**src/rtl/kfci_ram.sv**
```systemverilog
// ----------------------------------------------------------------------------
// kfci_ram
// Generic single-write, single-read memory with a registered read port.
// ----------------------------------------------------------------------------
module kfci_ram #(
  parameter int WIDTH = 8,
  parameter int DEPTH = 16
) (
  input  logic                     clk,
  input  logic                     wen,
  input  logic [$clog2(DEPTH)-1:0] waddr,
  input  logic [WIDTH-1:0]         wdata,
  input  logic [$clog2(DEPTH)-1:0] raddr,
  output logic [WIDTH-1:0]         rdata
);

  logic [WIDTH-1:0] mem [DEPTH];

  // Write port and registered read port.
  always_ff @(posedge clk) begin
    if (wen) begin
      mem[waddr] <= wdata;
    end
    rdata <= mem[raddr];
  end

endmodule

```
**config.mk**
```make
export PLATFORM = sky130hd
export DESIGN_NAME = kfci_ram
export DESIGN_NICKNAME = d
export VERILOG_FILES = /design/src/rtl/kfci_ram.sv
export SDC_FILE = /design/constraint.sdc
export NUM_CORES = 1
export LEC_CHECK = 0
export BUFFER_PORTS_ARGS = -buffer_cell sky130_fd_sc_hd__buf_2
export CAP_MARGIN = 10
export CORE_MARGIN = 1.5
export CORE_UTILIZATION = 35
export DETAILED_ROUTE_END_ITERATION = 8
export HOLD_SLACK_MARGIN = 0.03
export SLEW_MARGIN = 0
export SYNTH_ARGS = -nofsm -noshare
export SYNTH_HDL_FRONTEND = slang
export SYNTH_SLANG_ARGS = --single-unit
```
**constraint.sdc**
```tcl
create_clock -name clk -period 2.65 [get_ports clk]
set_input_delay 0.53 -clock clk [delete_from_list [all_inputs] [get_ports clk]]
set_output_delay 0.53 -clock clk [all_outputs]
set_load 0.01 [all_outputs]
```
# Word-level counts from Yosys, hierarchy flattened

Memories as Yosys holds them, arrays and structs flattened. A register that Yosys moved wholly into a read port is not among the register bits.
Cells that the tools add are included.

Bits in registers: 0
Bits in writable memories: 128
Input port bits: 18
Word-level logic and storage cells: 3
Memories kept: 1

Mux-type cells: 2

Memories:

| name | words | width | read ports | clocked after Yosys merged registers in | wr ports | RTL line | text |
|---|---|---|---|---|---|---|---|
| mem  | 16    | 8     | 1          | 1                                       | 1        | 17       | `logic [WIDTH-1:0] mem [DEPTH];` |

Operator list:

| cell              | number |
|---|---|
| 1-bit two-way mux | 2 |

# Depth between registers and ports, before layout

Gate-level depths: netlist of the first run.

Depth in word-level cells: 2
Gate-level depth with buffers: 5
Gate-level depth less buffers: 3

# Worst setup path after synthesis of the first run

OpenSTA, ideal clock, no wires.

Kind: in2reg
From: input port waddr[2]
To: memory mem[0][0], enable pin
Arrival time: 1640 ps
Data required time: 2267 ps
Setup slack: 627 ps
Cell stages on the path: 2
Path through: or3b_2 nor3_1

RTL lines:

| element            | RTL line | text |
|---|---|---|
| start: declaration | 11       | `input logic [$clog2(DEPTH)-1:0] waddr,` |
| end: declaration   | 17       |  |

Straight into the memory's write port.

==> summary.txt, run 1 <==
STA
  – Achievable clock frequency: 0.610 GHz
  – Final worst slack: 1.01 ns
  – Worst-case headroom to the max-slew limit: 0.559
  – Unrepaired setup endpoints after global routing: false
  – Share of the clock period used by the worst path after layout: 0.619
  – Transition at the pin with the smallest max-transition slack: 0.661 ns
  – Final Skew: 0.00883 ns
  – Hold Fails Final Rpt: 0
  – Post-Route Setup TNS: 0 ns
  – Count of final setup violators: 0
  – Final critical path time including I/O delays and setup: around 1.6 ns
  – Max-slew violations: 0

Setup path
  – R2R setup slack: between 1 and 1.5 ns
  – Maximum fanout along the worst path: 32
  – Worst Setup End Kind: register
  – Reg2Reg Capture Point: rdata[3]
  – Number of cells on the worst reg-to-reg path: 3
  – Arrival @ worst endpoint: 1.93 ns
  – Setup crit start kind: input port
  – Kind of critical path: in -> reg
  – Required time worst endpoint: 2.94 ns
  – Crit Reg-Reg Startpoint: mem[1][3]

Cells and area
  – Share of final-layout standard cells stronger than drive strength 1: 0.321
  – ANT cells: 0
  – Number of nets in the layout: 301
  – Area growth, synth to finish: 20.4%

Floorplanning
  – Die area: between 15,000 and 20,000 um2
  – Ports: 26
  – Die H: 124 um
  – Floorplan Core Area: 14,400 um2
  – Placement row count: 44
  – Die width: approximately 120 um
  – Initial core utilization: 0.357

Run
  – Max-capacitance violation count: 0

Global routing
  – Total global routing track utilization: 0.147
  – Number of antenna violations at the first check in global routing: 0
  – Total gr overflow: 0
  – First-pass GRT wire length: 16,100 um
  – Pin count of the biggest net entering global routing: 33
  – Via count of the first global-routing pass: around 2,500

Logic synthesis
  – Synthesized area per cell: 22.5 um2
  – Synthesized flop and latch total: 136
  – Number of distinct library cells after synthesis: 19
  – Synth Warn #: 0
  – Synthesized netlist cell count: about 230
  – Cell Area, Synth: approximately 5000 um2
  – Syn Nets: about 250
  – Share of the yosys chip area belonging to registers: 0.778

Clock tree
  – Clk_lat worst skew: 0.41 ns
  – CTS buffer count: 17
  – Setup Buffers After CTS: 0
  – Number of buffers added to fix hold violations after cts: 0
  – Largest buffer count on any clock path: 2
  – # resized after CTS: 0
  – Cell at the root of the clock tree: sky130_fd_sc_hd__clkbuf_16
  – Clock sink count: between 100 and 150
  – TritonCTS clock tree: yes
  – Reg clk slew, reported paths: roughly 0.060 ns
  – Number of levels the H-tree was split into: 4

Place
  – Setup slack after placement: 0.582 ns
  – RD Place Congestion: 0.759
  – HPWL after DPL: 6710 um
  – Number of buffer cells added on primary ports: 25

Worst hold path
  – Min-Delay Path Class: in -> reg
  – Hold-critical path depth: 1
  – Hold worst-path end: mem[13][6]
  – Source of the worst hold timing path: wdata[6]

Route
  – Vias: roughly 2,400
  – Total routed wirelength: around 11,000 um
  – DR pass1 iterations: 4
  – DRC violations left: 0
  – Post-DR wirelength/cell: 22.4 um
  – Via-to-Cell Ratio: between 5 and 6
  – Antenna viol nets, final: 0
  – Starting DRC count in detailed routing: ~260

Outcome
  – Run status: finished clean

Power and ir drop
  – Leakage power total: 2.10 nW
  – Power, Total: 0.00503 W
  – Power density normalized to cell area: 811 nW/um2
  – Worst supply voltage drop on vdd: around 0.44 mV
[routing by layer]
layer,vias to the layer above,GRT usage,wire length (um)
met5,-,0,0
met4,0,0.0629,89
met3,6,0.0352,636
met2,79,0.209,4950
met1,1272,0.217,5070
li1,1084,-,-
[critical path: stages]
cell	delay, ns
sky130_fd_sc_hd__buf_2	0.10
sky130_fd_sc_hd__buf_12	0.26
sky130_fd_sc_hd__mux4_1	0.64
sky130_fd_sc_hd__a22oi_1	0.30
sky130_fd_sc_hd__nand2_1	0.08
[cell usage after synthesis]
cell type / n / share of area
sky130_fd_sc_hd__and2b_1: 1 / 0.0015
sky130_fd_sc_hd__nor3_1: 4 / 0.0039
sky130_fd_sc_hd__dfxtp_1: 8 / 0.031
sky130_fd_sc_hd__and2_1: 1 / 0.0012
sky130_fd_sc_hd__nand2b_1: 2 / 0.0024
sky130_fd_sc_hd__a22oi_1: 16 / 0.023
sky130_fd_sc_hd__buf_2: 3 / 0.0029
sky130_fd_sc_hd__nor2_1: 13 / 0.0095
sky130_fd_sc_hd__nand3b_1: 2 / 0.0029
sky130_fd_sc_hd__or3b_2: 1 / 0.0017
sky130_fd_sc_hd__nor2b_1: 1 / 0.0012
sky130_fd_sc_hd__nand2_1: 9 / 0.0066
sky130_fd_sc_hd__buf_4: 1 / 0.0015
sky130_fd_sc_hd__clkdlybuf4s25_2: 3 / 0.0058
sky130_fd_sc_hd__edfxtp_1: 128 / 0.75
sky130_fd_sc_hd__buf_6: 3 / 0.0066
sky130_fd_sc_hd__mux4_2: 18 / 0.079
sky130_fd_sc_hd__mux4_1: 14 / 0.071
sky130_fd_sc_hd__nand3_1: 1 / 0.00097
[power by group]
| group | total [W] | internal [W] | switching (W) |
|---|---|---|---|
| registers | 0.00243 | 0.00241 | 0.0000213 |
| logic | 0.000237 | 0.0000979 | 0.000139 |
| clock network | 0.00236 | 0.00152 | 0.000840 |
| total | 0.00503 | 0.00403 | 0.00100 |
[worst max-delay path by stage]
stage / endpoint / from
after floorplan: mem[0][0] / waddr[2]
after global placement: rdata[3] / raddr[0]
after detailed placement: rdata[3] / raddr[0]
after CTS: rdata[3] / raddr[0]
after global routing: rdata[3] / raddr[0]
final: rdata[3] / raddr[0]
[layout by cell type, fill, tap and decap left out]
cell / netlist / final
sky130_fd_sc_hd__clkinvlp_4: 0 / 3
sky130_fd_sc_hd__nand2_1: 9 / 9
sky130_fd_sc_hd__buf_12: 0 / 2
sky130_fd_sc_hd__buf_4: 1 / 18
sky130_fd_sc_hd__a22oi_1: 16 / 16
sky130_fd_sc_hd__and2_1: 1 / 1
sky130_fd_sc_hd__dfxtp_1: 8 / 8
sky130_fd_sc_hd__mux4_1: 14 / 14
sky130_fd_sc_hd__nand3_1: 1 / 1
sky130_fd_sc_hd__clkbuf_16: 0 / 17
sky130_fd_sc_hd__clkbuf_8: 0 / 2
sky130_fd_sc_hd__nor2b_1: 1 / 1
sky130_fd_sc_hd__edfxtp_1: 128 / 128
sky130_fd_sc_hd__nor2_1: 13 / 13
sky130_fd_sc_hd__clkbuf_1: 0 / 1
sky130_fd_sc_hd__nand2b_1: 2 / 2
sky130_fd_sc_hd__buf_2: 3 / 25
sky130_fd_sc_hd__clkinv_2: 0 / 4
sky130_fd_sc_hd__clkinv_4: 0 / 2
sky130_fd_sc_hd__nand3b_1: 2 / 2
sky130_fd_sc_hd__mux4_2: 18 / 18
sky130_fd_sc_hd__nor3_1: 4 / 4
sky130_fd_sc_hd__or3b_2: 1 / 1
sky130_fd_sc_hd__and2b_1: 1 / 1
sky130_fd_sc_hd__bufinv_16: 0 / 3
[state kept, by name, summed over array words and instances, names as in the netlist]
name,cells
mem,128
rdata,8
[final cells by class]
cell class / instances / area (um2)
clock buffer: 20 / 457
clock inverter: 12 / 150
fill: 1268 / 8230
tap: 184 / 230
sequential: 136 / 4000
timing repair buffer: 45 / 300
multi-input combinational: 83 / 1060
[stage by stage]
step | util | cell area (um2) | cells | hold slack (ns)
2_1_floorplan | - | 5150 | 229 | 0.629
3_3_place_gp | 0.388 | 5590 | 448 | 0.661
3_5_place_dp | 0.388 | 5590 | 448 | 0.667
4_1_cts | 0.430 | 6200 | 480 | 0.513
5_1_grt | 0.430 | 6200 | 480 | 0.514
6_report | 0.430 | 6200 | 480 | 0.518
[cell families after synthesis]
group,synth area share
AOI/OAI and AO/OA,0.0233
buffers and inverters,0.0168
DFF,0.778
muxes,0.150
and+or+nand+nor,0.0318
Note: power is estimated with default switching activity, not from simulation.
==> run 2, diff against run 1 <==
==> constraint.sdc (replaced) <==
create_clock -name clk -period 1.4 [get_ports clk]
set_input_delay 0.28 -clock clk [delete_from_list [all_inputs] [get_ports clk]]
set_output_delay 0.28 -clock clk [all_outputs]
set_load 0.01 [all_outputs]
==> summary.txt, run 2 (synthesis results as in run 1) <==
Outcome
  – Run status: finished clean

Clock tree
  – TritonCTS clock tree: yes
  – Number of buffers added to fix hold violations after cts: 0 (unchanged)
  – Clock sink count: 136 (unchanged)
  – Cell at the root of the clock tree: sky130_fd_sc_hd__clkbuf_16
  – Number of levels the H-tree was split into: 4 (unchanged)
  – Reg clk slew, reported paths: 0.06 ns (about the same)
  – CTS buffer count: 17 (unchanged)
  – Clk_lat worst skew: 0.40 ns (about the same)
  – Largest buffer count on any clock path: 2 (unchanged)
  – Setup Buffers After CTS: 0 (unchanged)

Setup path
  – Crit Reg-Reg Startpoint: mem[0][2]
  – Worst Setup End Kind: register
  – Kind of critical path: reg -> reg
  – Reg2Reg Capture Point: rdata[2]
  – Number of cells on the worst reg-to-reg path: 3 (unchanged)
  – R2R setup slack: 0.09 ns (-1.16 ns)
  – Setup crit start kind: register
  – Maximum fanout along the worst path: 1 (-97%)
  – Required time worst endpoint: 1.69 ns (-1.25 ns)
  – Arrival @ worst endpoint: 1.60 ns (-0.33 ns)

Cells and area
  – Max reg flops: 128 (unchanged)
  – Area growth, synth to finish: 23.2%
  – ANT cells: 0 (unchanged)
  – Largest reg by FF count: mem
  – Number of filler instances in the final layout: 1,235 (-2.6%)
  – Most frequent cells in the layout: 128 x sky130_fd_sc_hd__edfxtp_1, 25 x sky130_fd_sc_hd__buf_2, 21 x sky130_fd_sc_hd__buf_4
  – Top Registers: mem x128, rdata x8
  – Post-route core utilization: 0.440 (+0.00980)
  – Post-route cell area: 6340 um2 (+2.3%)
  – Number of nets in the layout: 309 (+2.7%)
  – Share of final-layout standard cells stronger than drive strength 1: 0.352 (+0.0310)
  – Most common library cell in the layout ignoring fill and taps: sky130_fd_sc_hd__edfxtp_1

Global routing
  – Total gr overflow: 0 (unchanged)
  – Pin count of the biggest net entering global routing: 21 (-36%)
  – Number of antenna violations at the first check in global routing: 0 (unchanged)
  – Total global routing track utilization: 0.131 (-0.0161)
  – First-pass GRT wire length: 14,800 um (-7.9%)
  – Via count of the first global-routing pass: 2,553 (+3.7%)

Power and ir drop
  – Switching power: 0.00187 W (+87%)
  – Switching share of power: 0.198 (-0.000907)
  – Leakage power total: 2.15 nW (+2.3%)
  – Internal: 0.00756 W (+88%)
  – Clock network fraction of total power: 0.465 (-0.005)
  – Power density normalized to cell area: 1490 nW/um2 (+83%)
  – Worst supply voltage drop on vdd: 0.783 mV (+78%)
  – Share of power burned in registers: 0.486 (+0.003)
  – Combinational share of power: 0.049 (+0.002)

STA
  – Hold Fails Final Rpt: 0 (unchanged)
  – Max-slew violations: 0 (unchanged)
  – Count of final setup violators: 0 (unchanged)
  – Achievable clock frequency: 0.763 GHz
  – Worst-case headroom to the max-slew limit: 0.415 (-0.143)
  – Final critical path time including I/O delays and setup: 1.31 ns
  – Final Skew: 0.00852 ns (-0.000308 ns)
  – Transition at the pin with the smallest max-transition slack: 0.874 ns (+0.213 ns)
  – Share of the clock period used by the worst path after layout: 0.936
  – Unrepaired setup endpoints after global routing: false

Floorplanning
  – Die width: 124 um (unchanged)
  – Ports: 26 (unchanged)
  – Initial core utilization: 0.357 (unchanged)
  – Placement row count: 44 (unchanged)
  – Floorplan Core Area: 14,400 um2 (unchanged)
  – Die area: 15,400 um2 (unchanged)
  – Die H: 124 um (unchanged)

Place
  – HPWL after DPL: 6200 um (-7.6%)
  – Number of buffer cells added on primary ports: 25 (unchanged)
  – Area of placed instances: 5750 um2 (+2.8%)
  – RD Place Congestion: 0.693 (-8.6%)

Route
  – Vias: 2,436 (-0.20%)
  – DRC violations left: 0 (unchanged)
  – DR pass1 iterations: 6 (+2)
  – Total routed wirelength: 9530 um (-11%)
  – Starting DRC count in detailed routing: 223 (-15%)
  – Post-DR wirelength/cell: 19.5 um (-13%)
  – Antenna viol nets, final: 0 (unchanged)
  – Via-to-Cell Ratio: 4.99 (-1.8%)

Worst hold path
  – Source of the worst hold timing path: wdata[5]
  – Hold worst-path end: mem[15][5]
  – Min-Delay Path Class: in -> reg
  – Hold-critical path depth: 1 (unchanged)

Run
  – Max-capacitance violation count: 0 (unchanged)
run 2: changes by cell type in the layout (fill, tap and decap cells not counted), moves of 2 or more:
cell and change:
sky130_fd_sc_hd__buf_12 +5, sky130_fd_sc_hd__buf_4 +3, sky130_fd_sc_hd__clkbuf_1 +2, sky130_fd_sc_hd__clkbuf_8 -2, sky130_fd_sc_hd__clkinv_2 -2, sky130_fd_sc_hd__nor2_1 -3
sky130_fd_sc_hd__nor2_2 +3, sky130_fd_sc_hd__nor3_1 -3, sky130_fd_sc_hd__nor3_2 +2
run 2: how the worst max path moves through the flow:
| stage | cells after the start | end | startpoint |
|---|---|---|---|
| 4_1_cts | 3 | rdata[2] | mem[0][2] |
| 3_5_place_dp | 5 | rdata[2] | raddr[0] |
| 2_1_floorplan | 5 | rdata[1] | raddr[0] |
| 3_3_place_gp | 5 | rdata[2] | raddr[0] |
| 6_report | 3 | rdata[2] | mem[0][2] |
| 5_1_grt | 3 | rdata[6] | mem[11][6] |
run 2: per-stage QoR:
step,hold WS [ns],worst slack (ns),instances,power (W),TNS (ns)
floorplan,0.379,-0.0165,229,0.00491,-0.0929
global placement,0.659,-0.287,456,0.00512,-3.09
detailed placement,0.665,-0.319,456,0.00513,-4.10
CTS,0.243,0.0371,488,0.00950,0
global route,0.246,0.0128,488,0.00972,0
finish,0.256,0.0900,488,0.00942,0
run 2: metal layers:
metal | routed length (um) | vias to the layer above | GRT usage
met5 | 0 | - | 0
met4 | 77 | 0 | 0.0365
met3 | 333 | 10 | 0.0399
met2 | 4690 | 46 | 0.204
met1 | 4430 | 1282 | 0.180
li1 | - | 1098 | -
run 2: layout make-up:
cell class / count / area, um2 / area share
tap: 184 / 230 / 0.0363
clock buffer: 20 / 437 / 0.0689
sequential: 136 / 4000 / 0.632
timing repair buffer: 53 / 423 / 0.0667
multi-input combinational: 83 / 1090 / 0.172
clock inverter: 12 / 153 / 0.0241
run 2: repair_timing:
action,in CTS,in global routing
hold endpoints to repair,0,0
endpoints found under the setup margin,0,1
gates resized for setup,0,1
run 2: power by group through the flow:
stage / sequential, W / clock, W / combinational [W]
after global placement: 0.00466 / 0 / 0.000458
final: 0.00458 / 0.00438 / 0.000459
after floorplan: 0.00467 / 0 / 0.000238
after global routing: 0.00459 / 0.00464 / 0.000502
after detailed placement: 0.00466 / 0 / 0.000467
after CTS: 0.00458 / 0.00445 / 0.000468
run 2: worst max-delay path, cell delays in order (launching register included):
cell                       delay (ns)
sky130_fd_sc_hd__edfxtp_1        0.36
sky130_fd_sc_hd__mux4_1          0.53
sky130_fd_sc_hd__a22oi_2         0.23
sky130_fd_sc_hd__nand2_1         0.07
